[config.mk]
export PLATFORM = sky130hd
export DESIGN_NAME = nv21_frame_rotation_scatter_unit
export DESIGN_NICKNAME = d
export VERILOG_FILES = /design/src/rtl/core/nv21rot_pkg.sv /design/src/rtl/core/nv21_frame_rotation_scatter_unit.sv /design/src/rtl/core/nv21rot_locate.sv /design/src/rtl/core/nv21rot_offset.sv
export SDC_FILE = /design/constraint.sdc
export NUM_CORES = 1
export LEC_CHECK = 0
export BUFFER_PORTS_ARGS = -buffer_cell sky130_fd_sc_hd__buf_2
export CORE_ASPECT_RATIO = 2
export CORE_MARGIN = 2
export CORE_UTILIZATION = 57
export DETAILED_ROUTE_END_ITERATION = 16
export HOLD_SLACK_MARGIN = 0.03
export PLACE_DENSITY_LB_ADDON = 0.25
export SLEW_MARGIN = 25
export SYNTH_ARGS = -nofsm -noshare
export SYNTH_HDL_FRONTEND = slang
export SYNTH_SLANG_ARGS = --single-unit
[constraint.sdc]
create_clock -name clk -period 11.6 [get_ports clk]
set_input_delay 0.58 -clock clk [delete_from_list [all_inputs] [get_ports clk]]
set_output_delay 0.58 -clock clk [all_outputs]
set_load 0.02 [all_outputs]
[src/rtl/core/nv21rot_pkg.sv]
// Package for the NV21 rotation scatter unit: widths, register indexes,
// the stage-one transaction struct and the dimension clamp.
// No dependencies.
`timescale 1ns / 1ps

package nv21rot_pkg;

  localparam int unsigned MAX_WIDTH  = 4096;
  localparam int unsigned MAX_HEIGHT = 4096;

  localparam int unsigned DIM_W   = 13;  // register width of a dimension
  localparam int unsigned POS_W   = 12;  // column / row counter width
  localparam int unsigned OFF_W   = 25;  // destination offset width
  localparam int unsigned BYTE_W  = 8;
  localparam int unsigned CFG_W   = 13;  // widest register
  localparam int unsigned CFG_IDX_W = 2;

  typedef enum logic [CFG_IDX_W-1:0] {
    REG_FRAME_WIDTH   = 2'd0,
    REG_FRAME_HEIGHT  = 2'd1,
    REG_ROTATION_MODE = 2'd2
  } cfg_reg_t;

  typedef enum logic [1:0] {
    ROT_0   = 2'd0,
    ROT_90  = 2'd1,
    ROT_180 = 2'd2,
    ROT_270 = 2'd3
  } rot_t;

  // Stage-one transaction: rotated position plus what the address stage needs.
  typedef struct packed {
    logic [POS_W-1:0] ox;
    logic [POS_W-1:0] oy;
    logic [DIM_W-1:0] stride;   // row pitch in pixels or pairs
    logic [OFF_W-1:0] base;     // start of the plane in the output frame
    logic             chroma;
    logic             phase;    // 0 = V, 1 = U
    logic             last;     // final U byte of the frame
  } loc_t;

  // Clamp to [2, maxv] and drop the low bit.
  function automatic logic [DIM_W-1:0] eff_dim(input logic [DIM_W-1:0] v,
                                               input logic [DIM_W-1:0] maxv);
    logic [DIM_W-1:0] r;
    r = v;
    if (r < DIM_W'(2)) r = DIM_W'(2);
    if (r > maxv) r = maxv;
    r[0] = 1'b0;
    if (r < DIM_W'(2)) r = DIM_W'(2);
    return r;
  endfunction

endpackage

[src/rtl/core/nv21_frame_rotation_scatter_unit.sv]
// Top level of the NV21 rotation scatter unit: configuration registers,
// handshake and the two pipeline stages.
// Depends on nv21rot_pkg, nv21rot_locate, nv21rot_offset.
//
//   channel  | direction | handshake          | payload
//   ---------+-----------+--------------------+----------------------------------
//   in       | sink      | in_valid/in_stall  | pixel_byte
//   out      | source    | out_valid/out_stall| dest_offset, out_byte, frame_end
//   cfg      | sink      | cfg_we             | cfg_index, cfg_data
//
// One transaction per cycle sustained while out_stall is low; the stages are position/rotation
// and plane-size multiply into stage one, then row-pitch multiply and add into the output register.
// Reset: 640x480, no rotation, counters at the frame start.
// in_stall follows out_stall only when both stages hold data.
`timescale 1ns / 1ps

module nv21_frame_rotation_scatter_unit (
  input  logic                              clk,
  input  logic                              rst,
  input  logic                              cfg_we,
  input  logic [nv21rot_pkg::CFG_IDX_W-1:0] cfg_index,
  input  logic [nv21rot_pkg::CFG_W-1:0]     cfg_data,
  input  logic                              in_valid,
  output logic                              in_stall,
  input  logic [nv21rot_pkg::BYTE_W-1:0]    pixel_byte,
  output logic                              out_valid,
  input  logic                              out_stall,
  output logic [nv21rot_pkg::OFF_W-1:0]     dest_offset,
  output logic [nv21rot_pkg::BYTE_W-1:0]    out_byte,
  output logic                              frame_end
);
  import nv21rot_pkg::*;

  logic [DIM_W-1:0] frame_width, frame_height, w, h;
  rot_t             rotation_mode;
  logic             restart, accept;
  logic             s1_valid, s1_ready, s2_ready;
  loc_t             loc, s1_loc;
  logic [BYTE_W-1:0] s1_byte;

  always_comb begin
    w        = eff_dim(frame_width, DIM_W'(MAX_WIDTH));
    h        = eff_dim(frame_height, DIM_W'(MAX_HEIGHT));
    restart  = cfg_we && ((cfg_index == REG_FRAME_WIDTH) || (cfg_index == REG_FRAME_HEIGHT));
    s2_ready = !out_valid || !out_stall;
    s1_ready = !s1_valid || s2_ready;
    in_stall = !s1_ready;
    accept   = in_valid && s1_ready;
  end

  always_ff @(posedge clk) begin
    if (rst) begin
      frame_width   <= DIM_W'(640);
      frame_height  <= DIM_W'(480);
      rotation_mode <= ROT_0;
    end else if (cfg_we) begin
      case (cfg_index)
        REG_FRAME_WIDTH:   frame_width   <= cfg_data;
        REG_FRAME_HEIGHT:  frame_height  <= cfg_data;
        REG_ROTATION_MODE: rotation_mode <= rot_t'(cfg_data[1:0]);
        default: ;
      endcase
    end
  end

  nv21rot_locate u_locate (
    .clk     (clk),
    .rst     (rst),
    .restart (restart),
    .advance (accept),
    .w       (w),
    .h       (h),
    .mode    (rotation_mode),
    .loc     (loc)
  );

  always_ff @(posedge clk) begin
    if (rst) begin
      s1_valid  <= 1'b0;
      out_valid <= 1'b0;
    end else begin
      if (s1_ready) s1_valid <= in_valid;
      if (s2_ready) out_valid <= s1_valid;
    end
  end

  always_ff @(posedge clk) begin
    if (accept) begin
      s1_loc  <= loc;
      s1_byte <= pixel_byte;
    end
  end

  nv21rot_offset u_offset (
    .clk         (clk),
    .load        (s1_valid && s2_ready),
    .loc         (s1_loc),
    .byte_in     (s1_byte),
    .dest_offset (dest_offset),
    .out_byte    (out_byte),
    .frame_end   (frame_end)
  );

`ifndef SYNTHESIS
  a_end_is_u_byte: assert property (@(posedge clk) disable iff (rst)
    out_valid && frame_end |-> dest_offset[0])
    else $error("frame end marked on a byte that is not a U byte");

  a_stall_needs_full: assert property (@(posedge clk) disable iff (rst)
    in_stall |-> s1_valid && out_valid && out_stall)
    else $error("input stalled with room in the pipeline");

  a_accept_fills_s1: assert property (@(posedge clk) disable iff (rst)
    accept |=> s1_valid)
    else $error("accepted transaction lost before stage one");

  a_s1_drains: assert property (@(posedge clk) disable iff (rst)
    s1_valid && s2_ready |=> out_valid)
    else $error("stage-one transaction not moved to output");
`endif

endmodule

[src/rtl/core/nv21rot_locate.sv]
// Position tracker for the NV21 rotation scatter unit: plane, row, column
// and pair-phase counters, and the rotated coordinates of the current byte.
// Depends on nv21rot_pkg.
`timescale 1ns / 1ps

module nv21rot_locate (
  input  logic                          clk,
  input  logic                          rst,
  input  logic                          restart,   // dimension register written
  input  logic                          advance,   // input transaction accepted
  input  logic [nv21rot_pkg::DIM_W-1:0] w,         // effective width
  input  logic [nv21rot_pkg::DIM_W-1:0] h,         // effective height
  input  nv21rot_pkg::rot_t             mode,
  output nv21rot_pkg::loc_t             loc
);
  import nv21rot_pkg::*;

  logic [POS_W-1:0] column_count, column_count_next;
  logic [POS_W-1:0] row_count, row_count_next;
  logic             in_chroma_plane, in_chroma_plane_next;
  logic             pair_phase, pair_phase_next;

  logic [DIM_W-1:0] pw, ph, out_w, col_inc, row_inc;
  logic [POS_W-1:0] pw_m1, ph_m1;
  logic             swap, col_wrap, row_wrap;
  logic [2*DIM_W-1:0] area;

  always_comb begin
    swap  = (mode == ROT_90) || (mode == ROT_270);
    out_w = swap ? h : w;
    pw    = in_chroma_plane ? {1'b0, w[DIM_W-1:1]} : w;
    ph    = in_chroma_plane ? {1'b0, h[DIM_W-1:1]} : h;
    pw_m1 = POS_W'(pw - DIM_W'(1));
    ph_m1 = POS_W'(ph - DIM_W'(1));
    area  = w * h;

    case (mode)
      ROT_90: begin
        loc.ox = ph_m1 - row_count;
        loc.oy = column_count;
      end
      ROT_180: begin
        loc.ox = pw_m1 - column_count;
        loc.oy = ph_m1 - row_count;
      end
      ROT_270: begin
        loc.ox = row_count;
        loc.oy = pw_m1 - column_count;
      end
      default: begin
        loc.ox = column_count;
        loc.oy = row_count;
      end
    endcase

    loc.stride = in_chroma_plane ? {1'b0, out_w[DIM_W-1:1]} : out_w;
    loc.base   = in_chroma_plane ? OFF_W'(area) : '0;
    loc.chroma = in_chroma_plane;
    loc.phase  = pair_phase;

    col_inc  = {1'b0, column_count} + DIM_W'(1);
    row_inc  = {1'b0, row_count} + DIM_W'(1);
    col_wrap = (col_inc >= pw);
    row_wrap = (row_inc >= ph);
    // a chroma column only moves after the U byte
    loc.last = in_chroma_plane && pair_phase && col_wrap && row_wrap;

    column_count_next    = column_count;
    row_count_next       = row_count;
    in_chroma_plane_next = in_chroma_plane;
    pair_phase_next      = pair_phase;
    if (in_chroma_plane && !pair_phase) begin
      pair_phase_next = 1'b1;
    end else begin
      pair_phase_next = 1'b0;
      if (col_wrap) begin
        column_count_next = '0;
        if (row_wrap) begin
          row_count_next       = '0;
          in_chroma_plane_next = !in_chroma_plane;
        end else begin
          row_count_next = POS_W'(row_inc);
        end
      end else begin
        column_count_next = POS_W'(col_inc);
      end
    end
  end

  always_ff @(posedge clk) begin
    if (rst || restart) begin
      column_count    <= '0;
      row_count       <= '0;
      in_chroma_plane <= 1'b0;
      pair_phase      <= 1'b0;
    end else if (advance) begin
      column_count    <= column_count_next;
      row_count       <= row_count_next;
      in_chroma_plane <= in_chroma_plane_next;
      pair_phase      <= pair_phase_next;
    end
  end

`ifndef SYNTHESIS
  a_col_in_range: assert property (@(posedge clk) disable iff (rst)
    {1'b0, column_count} < pw)
    else $error("column counter beyond plane width");

  a_row_in_range: assert property (@(posedge clk) disable iff (rst)
    {1'b0, row_count} < ph)
    else $error("row counter beyond plane height");

  a_phase_luma: assert property (@(posedge clk) disable iff (rst)
    !in_chroma_plane |-> !pair_phase)
    else $error("pair phase set in luma plane");
`endif

endmodule

[src/rtl/core/nv21rot_offset.sv]
// Address stage of the NV21 rotation scatter unit: turns a rotated position
// into a byte offset and holds the result register. Depends on nv21rot_pkg.
`timescale 1ns / 1ps

module nv21rot_offset (
  input  logic                           clk,
  input  logic                           load,
  input  nv21rot_pkg::loc_t              loc,
  input  logic [nv21rot_pkg::BYTE_W-1:0] byte_in,
  output logic [nv21rot_pkg::OFF_W-1:0]  dest_offset,
  output logic [nv21rot_pkg::BYTE_W-1:0] out_byte,
  output logic                           frame_end
);
  import nv21rot_pkg::*;

  logic [OFF_W-1:0] prod, idx, offset_next;

  always_comb begin
    prod = OFF_W'(loc.oy) * OFF_W'(loc.stride);
    idx  = prod + OFF_W'(loc.ox);
    if (loc.chroma) begin
      offset_next = loc.base + {idx[OFF_W-2:0], loc.phase};
    end else begin
      offset_next = idx;
    end
  end

  always_ff @(posedge clk) begin
    if (load) begin
      dest_offset <= offset_next;
      out_byte    <= byte_in;
      frame_end   <= loc.last;
    end
  end

endmodule
==> run metrics, run 1 <==
wire length of the first global-routing pass=82300 µm; Net count, final=2609; switch share=0.464; Critical Path RT=11.78 ns; kind of capture point of the worst setup path=flop; Avg Vias per Cell=5.79; count of boundary I/O pins=64; share of layout cells above drive strength 1=0.0788; cell type contributing the most total cell area after synthesis=sky130_fd_sc_hd__fa_1; area added between synthesis and finish=6.14%; Antenna Diode Count=0; clock tree from TritonCTS=done; final total power=3680 µW; count of cells resized by post-cts repair=0; highest net fanout along the worst path=13; Mapped Avg Cell Area=~9.2 µm²; internal power summed over all cells=1970 µW; max incr delay on CP=0.63 ns; Core ar.=between 30000 and 40000 µm²; portion of total power attributed to sequential cells=0.204; remaining antenna violation count=0; overall routing resource usage=0.303; unrepaired setup endpoints after global routing=no; GR met2 Demand/Resource=0.578; total congestion overflow=0; Synth warnings=0; top cells by area in the synthesized netlist=sky130_fd_sc_hd__fa_1 (23%), sky130_fd_sc_hd__edfxtp_1 (16%), sky130_fd_sc_hd__ha_1 (13%); worst slew margin relative to its limit=0.277; total via count in the routed design=approximately 15000; via count of the first global-routing pass=roughly 16000; Clock Tree Root=sky130_fd_sc_hd__clkbuf_16; Final Hold Violating Endpoints=0; asr flop ratio synth=0; final slew viol count=0; Synth Instances=~2100; final WL=52700 µm; mapped cell area=19800 µm²; share of the synthesized area in the top cell type=0.227; # DRC=0; DIE HEIGHT=267 µm; kind of path behind the tightest hold check=input port to flop; gp weighted congestion=0.935; buffers plus inverters on the worst setup path=3; count of different cell masters after synthesis=a little over 70; FILL cells=3023; final clock period utilization by the worst path=0.647; number of flops mapped to enable cells by yosys=105; number of failing setup endpoints in the final timing report=0; dominant register cell in the synthesized netlist=sky130_fd_sc_hd__edfxtp_1; number of buffers between clock root and the deepest sink=2; number of max-cap violations=0; net switching component of the power=1710 µW; quantity of I/O buffers inserted on ports=63; clock group share of total power=0.155; slowest library cell on the worst path=sky130_fd_sc_hd__edfxtp_1; global route hottest layer=met2; count of state elements after synthesis=approximately 160; Iteration-0 DRC Markers=972; Worst setup SP type=flop; routed wirelength normalized by instance count=20.3 µm; clk_lat worst skew=0.46 ns; clock-pin transition on the worst setup and hold timing paths=0.08 ns; x dimension of the die=136 µm; Final Skew=0.0127 ns; Power Density=176 nW/µm²; initial standard-cell utilization of the core=0.577; leak pwr=0.00977 µW; antenna violations before repair=0; most used cell along the critical path=sky130_fd_sc_hd__fa_1; kind of cell adding the most delay to the critical path=adder cells; worst ir drop on vdd=0.174 mV; arrival time of the worst setup path=7.68 ns; number of rows in the core area=96; global routing usage on met3=0.0269; number of buffers created by CTS=17; H-tree levels=4; type of the setup path with the least slack=flop to flop; share of power burned in combinational logic=0.641; run status=finished clean; Tightest Pin Transition=~1.1 ns; total die area=about 36000 µm²; clk sink count=about 160; portion of the post-synthesis area used by sequential elements=0.216; Initial DRT Pass Iterations=5; cts hold-fix bufs=0; sum of negative setup slack=0 ns; fin crit period=7.50 ns; met1 usage=0.287; Post-CTS Setup Inserts=0; highest achievable clock rate=133 MHz; Mapped Nets=2608; maximum number of pins on one net before global-route repair=75; detailed placement HPWL=44100 µm
[registers in the layout, summed over array words and instances (netlist names)]
signal,flops
u_locate.column_count,12
s1_loc,63
s1_valid,1
u_locate.in_chroma_plane,1
u_offset.frame_end,1
u_locate.row_count,12
out_valid,1
u_offset.out_byte,8
u_locate.pair_phase,1
s1_byte,8
frame_height,13
u_offset.dest_offset,25
rotation_mode,2
frame_width,13
[path summary, 6_finish.rpt]
path,start,to,slack [ns],depth (start not counted)
max,s1_loc[52],u_offset.dest_offset[24],4.10,26
min,pixel_byte[7],s1_byte[7],0.29,1
max reg2reg,s1_loc[52],u_offset.dest_offset[24],4.10,26
min reg2reg,s1_byte[1],u_offset.out_byte[1],0.41,0
[cells in the final DEF, fill, tap and decap left out, drive strengths merged, types with 14 or more instances in the layout]
master	n
a21o	30
a21oi	100
and2	73
and3	22
buf	76
clkbuf	17
dfxtp	56
edfxtp	105
fa	224
ha	213
inv	333
mux2	14
mux2i	16
mux4	24
nand2	296
nand2b	21
nand3	39
nor2	138
nor2b	23
nor3	35
o21a	16
o21ai	67
xnor2	77
xor2	21
[cells by family (layout without fill, tap and decap cells)]
| family | after synthesis | count (layout) | share of synthesized area |
|---|---|---|---|
| adders and majority gates | 437 | 437 | 0.362 |
| xor gates and xnor gates | 98 | 98 | 0.0435 |
| AOI/OAI and AO/OA | 287 | 287 | 0.0943 |
| and+or+nand+nor | 689 | 689 | 0.161 |
| muxes | 54 | 54 | 0.0435 |
| buffers and inverters | 417 | 431 | 0.0794 |
| DFF | 161 | 161 | 0.216 |
[layout make-up]
class	instances	area (µm²)	area share
well taps	441	552	0.0263
flip-flops and latches	161	4280	0.204
clock inverters	15	154	0.00734
repair buffers	76	413	0.0197
clock buffers	17	425	0.0203
inverters	323	1210	0.0578
multi-input cells	1565	13900	0.664
[worst reg2reg max path, delay by kind of cell, from the launching register on]
family | cells | cell delay, ns
muxes | 1 | 0.08
AOI/OAI and AO/OA | 9 | 1.76
adders and majority gates | 7 | 3.38
and+or+nand+nor | 3 | 0.55
xor gates and xnor gates | 3 | 0.65
buffers and inverters | 3 | 0.17
DFF | 1 | 0.63
[power by group through the flow]
stage	sequential (µW)	combinational (µW)	clock (µW)
2_1_floorplan	783	1730	0
3_3_place_gp	762	2280	0
3_5_place_dp	764	2350	0
4_1_cts	751	2360	578
5_1_grt	757	2600	599
6_report	751	2360	570
[cell usage after synthesis (9+ instances only)]
master,n
sky130_fd_sc_hd__o21ai_0,57
sky130_fd_sc_hd__nand2b_1,21
sky130_fd_sc_hd__dfxtp_1,56
sky130_fd_sc_hd__a21o_1,30
sky130_fd_sc_hd__nand2_1,296
sky130_fd_sc_hd__o21ai_1,9
sky130_fd_sc_hd__ha_1,213
sky130_fd_sc_hd__and3_1,22
sky130_fd_sc_hd__inv_1,322
sky130_fd_sc_hd__nor2b_1,23
sky130_fd_sc_hd__mux2i_1,16
sky130_fd_sc_hd__or3_1,12
sky130_fd_sc_hd__o21a_1,16
sky130_fd_sc_hd__mux4_2,24
sky130_fd_sc_hd__xnor2_1,77
sky130_fd_sc_hd__xor2_1,21
sky130_fd_sc_hd__nand3_1,39
sky130_fd_sc_hd__o21bai_1,12
sky130_fd_sc_hd__nor2_1,138
sky130_fd_sc_hd__nor3_1,33
sky130_fd_sc_hd__clkbuf_1,84
sky130_fd_sc_hd__edfxtp_1,105
sky130_fd_sc_hd__fa_1,224
sky130_fd_sc_hd__and2_1,73
sky130_fd_sc_hd__mux2_2,14
sky130_fd_sc_hd__a21oi_1,97
[metrics by stage]
step | hold WS [ns] | worst slack (ns) | area [µm²] | util | cells
after floorplan | 0.400 | 4.81 | 19800 | - | 2143
after global placement | 0.400 | 4.30 | 20400 | 0.595 | 2566
after detailed placement | 0.405 | 4.13 | 20400 | 0.595 | 2566
after CTS | 0.273 | 4.12 | 21000 | 0.612 | 2598
after global routing | 0.280 | 3.67 | 21000 | 0.612 | 2598
final | 0.290 | 4.10 | 21000 | 0.612 | 2598
[per-layer routing]
metal	vias to the layer above	routed length (µm)
met5	-	0
met4	0	4770
met3	193	1690
met2	441	29100
met1	7393	17100
li1	7007	-
No activity file was read; power rests on OpenSTA's default activity.
==> run 2: changes to the inputs <==
==> constraint.sdc (replaced) <==
create_clock -name clk -period 7.1 [get_ports clk]
set_input_delay 0.355 -clock clk [delete_from_list [all_inputs] [get_ports clk]]
set_output_delay 0.355 -clock clk [all_outputs]
set_load 0.02 [all_outputs]
==> run metrics, run 2 (synthesized netlist as in run 1, its figures left out) <==
run status=finished clean; via count of the first global-routing pass=between 15000 and 20000; DIE HEIGHT=~270 µm; clock tree from TritonCTS=done; Worst setup SP type=flop; r2r worst-path depth=26; Endpoint, Worst Hold=s1_byte[1]; number of buffers created by CTS=17; share of layout cells above drive strength 1=0.130; worst setup slack after placement=-0.0244 ns; worst slew margin relative to its limit=0.177; routed wirelength normalized by instance count=20.4 µm; most used cell along the critical path=sky130_fd_sc_hd__fa_1; remaining antenna violation count=0; Tightest Pin Transition=1.22 ns; most common cell after layout, fill and taps aside=sky130_fd_sc_hd__inv_1; x dimension of the die=136 µm; Initial DRT Pass Iterations=8; kind of capture point of the worst setup path=flop; count of boundary I/O pins=64; placed cell count=2625; total congestion overflow=0; final slew viol count=0; Iteration-0 DRC Markers=~760; reg2reg start=s1_loc[34]; final WL=54600 µm; maximum number of pins on one net before global-route repair=75; leading cell types in the layout, fill and taps excluded=sky130_fd_sc_hd__inv_1 (322), sky130_fd_sc_hd__nand2_1 (294), sky130_fd_sc_hd__fa_1 (222), sky130_fd_sc_hd__ha_1 (205), sky130_fd_sc_hd__nor2_1 (135); post-route core utilization=0.639; Antenna Diode Count=0; final clock period utilization by the worst path=0.974; fin crit period=6.91 ns; register with the most flip-flops=s1_loc; number of max-cap violations=0; overall routing resource usage=0.312; area used by multi-input combinational logic=14200 µm²; arrival time of the worst setup path=7.13 ns; highest achievable clock rate=145 MHz; FILL cells=2921; Net count, final=2692; Avg Vias per Cell=5.80; cts hold-fix bufs=0; antenna violations before repair=0; leading registers by flop count=s1_loc x63, u_offset.dest_offset x25; number of buffers between clock root and the deepest sink=2; clk sink count=between 150 and 200; endpoint of the most critical register-to-register path=u_offset.dest_offset[21]; Final Hold Violating Endpoints=0; slowest library cell on the worst path=sky130_fd_sc_hd__fa_1; H-tree levels=4; Power Density=310 nW/µm²; leak pwr=0.0102 µW; number of rows in the core area=96; total die area=36200 µm²; unrepaired setup endpoints after global routing=yes; clock-pin transition on the worst setup and hold timing paths=approximately 0.07 ns; clk_lat worst skew=0.46 ns; buffers plus inverters on the worst setup path=4; flop2flop setup slack=0.19 ns; fin cells=2681; Final Worst Setup Slack=0.186 ns; total via count in the routed design=around 16000; Critical Path RT=7.31 ns; Core ar.=34200 µm²; # DRC=0; wire length of the first global-routing pass=84700 µm; Final Skew=0.0104 ns; initial standard-cell utilization of the core=0.577; detailed placement HPWL=~46000 µm; Clock Tree Root=sky130_fd_sc_hd__clkbuf_16; area added between synthesis and finish=10.8%; gp weighted congestion=0.952; start point of the worst hold path=pixel_byte[1]; worst ir drop on vdd=0.317 mV; max incr delay on CP=0.53 ns; number of failing setup endpoints in the final timing report=0; quantity of I/O buffers inserted on ports=63; type of the setup path with the least slack=flop to flop; Register Area=4280 µm²; kind of cell adding the most delay to the critical path=adder cells; number of instances on the worst hold path=1; kind of path behind the tightest hold check=input port to flop; flip-flop count of the largest register after layout=63; highest net fanout along the worst path=6
[run 2: cell types whose count changed in the layout (fill, tap and decap cells not counted), moves of 3 or more]
| cell | previous run | this run |
|---|---|---|
| sky130_fd_sc_hd__a21oi_1 | 97 | 92 |
| sky130_fd_sc_hd__a21oi_2 | 3 | 7 |
| sky130_fd_sc_hd__buf_4 | 13 | 88 |
| sky130_fd_sc_hd__buf_6 | 0 | 6 |
| sky130_fd_sc_hd__ha_1 | 213 | 205 |
| sky130_fd_sc_hd__ha_2 | 0 | 3 |
| sky130_fd_sc_hd__ha_4 | 0 | 5 |
| sky130_fd_sc_hd__inv_8 | 8 | 4 |
| sky130_fd_sc_hd__o21ai_0 | 57 | 53 |
| sky130_fd_sc_hd__xnor2_1 | 77 | 72 |
| sky130_fd_sc_hd__xnor2_2 | 0 | 5 |
[run 2: layout make-up]
type                    count  share of cell area
flip-flops and latches    161               0.195
multi-input cells        1565               0.649
inverters                 323              0.0554
clock inverters            14             0.00657
well taps                 441              0.0252
clock buffers              18              0.0196
repair buffers            159              0.0488
[run 2: metal layers]
| layer | vias up | wire length (µm) | global-route usage |
|---|---|---|---|
| met1 | 7597 | 17600 | 0.294 |
| li1 | 7181 | - | - |
| met5 | - | 0 | 0 |
| met2 | 523 | 29400 | 0.578 |
| met4 | 0 | 5860 | 0.280 |
| met3 | 249 | 1660 | 0.0326 |
[run 2: power breakdown]
part	internal (µW)	switching [µW]	total, µW	leakage (µW)
Sequential	1160	47.4	1210	0.00150
Clock	467	454	921	0.000271
Combinational	2080	2580	4660	0.00844
[run 2: worst register-to-register path: stages, from the launching register on]
cell and delay (ns):
sky130_fd_sc_hd__edfxtp_1 0.50, sky130_fd_sc_hd__buf_6 0.18, sky130_fd_sc_hd__and2_4 0.13, sky130_fd_sc_hd__fa_1 0.53, sky130_fd_sc_hd__fa_2 0.49, sky130_fd_sc_hd__fa_1 0.51, sky130_fd_sc_hd__inv_1 0.06, sky130_fd_sc_hd__fa_1 0.48
sky130_fd_sc_hd__inv_1 0.06, sky130_fd_sc_hd__fa_1 0.50, sky130_fd_sc_hd__ha_4 0.29, sky130_fd_sc_hd__o211ai_1 0.09, sky130_fd_sc_hd__nor3_2 0.25, sky130_fd_sc_hd__o21ai_4 0.11, sky130_fd_sc_hd__a311oi_4 0.35, sky130_fd_sc_hd__a21o_1 0.17
sky130_fd_sc_hd__a21oi_2 0.06, sky130_fd_sc_hd__xnor2_2 0.27, sky130_fd_sc_hd__ha_1 0.29, sky130_fd_sc_hd__and3_4 0.18, sky130_fd_sc_hd__buf_6 0.12, sky130_fd_sc_hd__a311oi_4 0.35, sky130_fd_sc_hd__a21boi_2 0.11, sky130_fd_sc_hd__o21ai_2 0.22
sky130_fd_sc_hd__a21o_1 0.14, sky130_fd_sc_hd__a21oi_1 0.06, sky130_fd_sc_hd__a21o_1 0.17
[run 2: how the worst max path moves through the flow]
| stage | from | endpoint | slack, ns | depth (start not counted) |
|---|---|---|---|---|
| after floorplan | s1_loc[43] | u_offset.dest_offset[21] | 0.31 | 27 |
| after global placement | s1_loc[31] | u_offset.dest_offset[24] | 0.08 | 26 |
| after detailed placement | s1_loc[43] | u_offset.dest_offset[21] | -0.02 | 26 |
| after CTS | s1_loc[31] | u_offset.dest_offset[24] | 0.002 | 26 |
| after global routing | s1_loc[34] | u_offset.dest_offset[23] | -0.14 | 29 |
| final | s1_loc[34] | u_offset.dest_offset[21] | 0.19 | 26 |
[run 2: repair_timing]
action | 4_1_cts | 5_1_grt
pin swaps | 0 | 36
setup endpoints to repair | 2 | 11
hold endpoints to repair | 0 | 0
buffers inserted | 1 | 23
gates resized for setup | 2 | 61
[run 2: stage by stage]
stage | hold slack [ns] | total power, µW | setup TNS [ns] | cell area [µm²]
2_1_floorplan | 0.400 | 4100 | 0 | 19800
3_3_place_gp | 0.401 | 5230 | 0 | 20800
3_5_place_dp | 0.405 | 5310 | -0.0418 | 20800
4_1_cts | 0.0494 | 6270 | 0 | 21400
5_1_grt | 0.0521 | 7250 | -0.283 | 21900
6_report | 0.0686 | 6780 | 0 | 21900
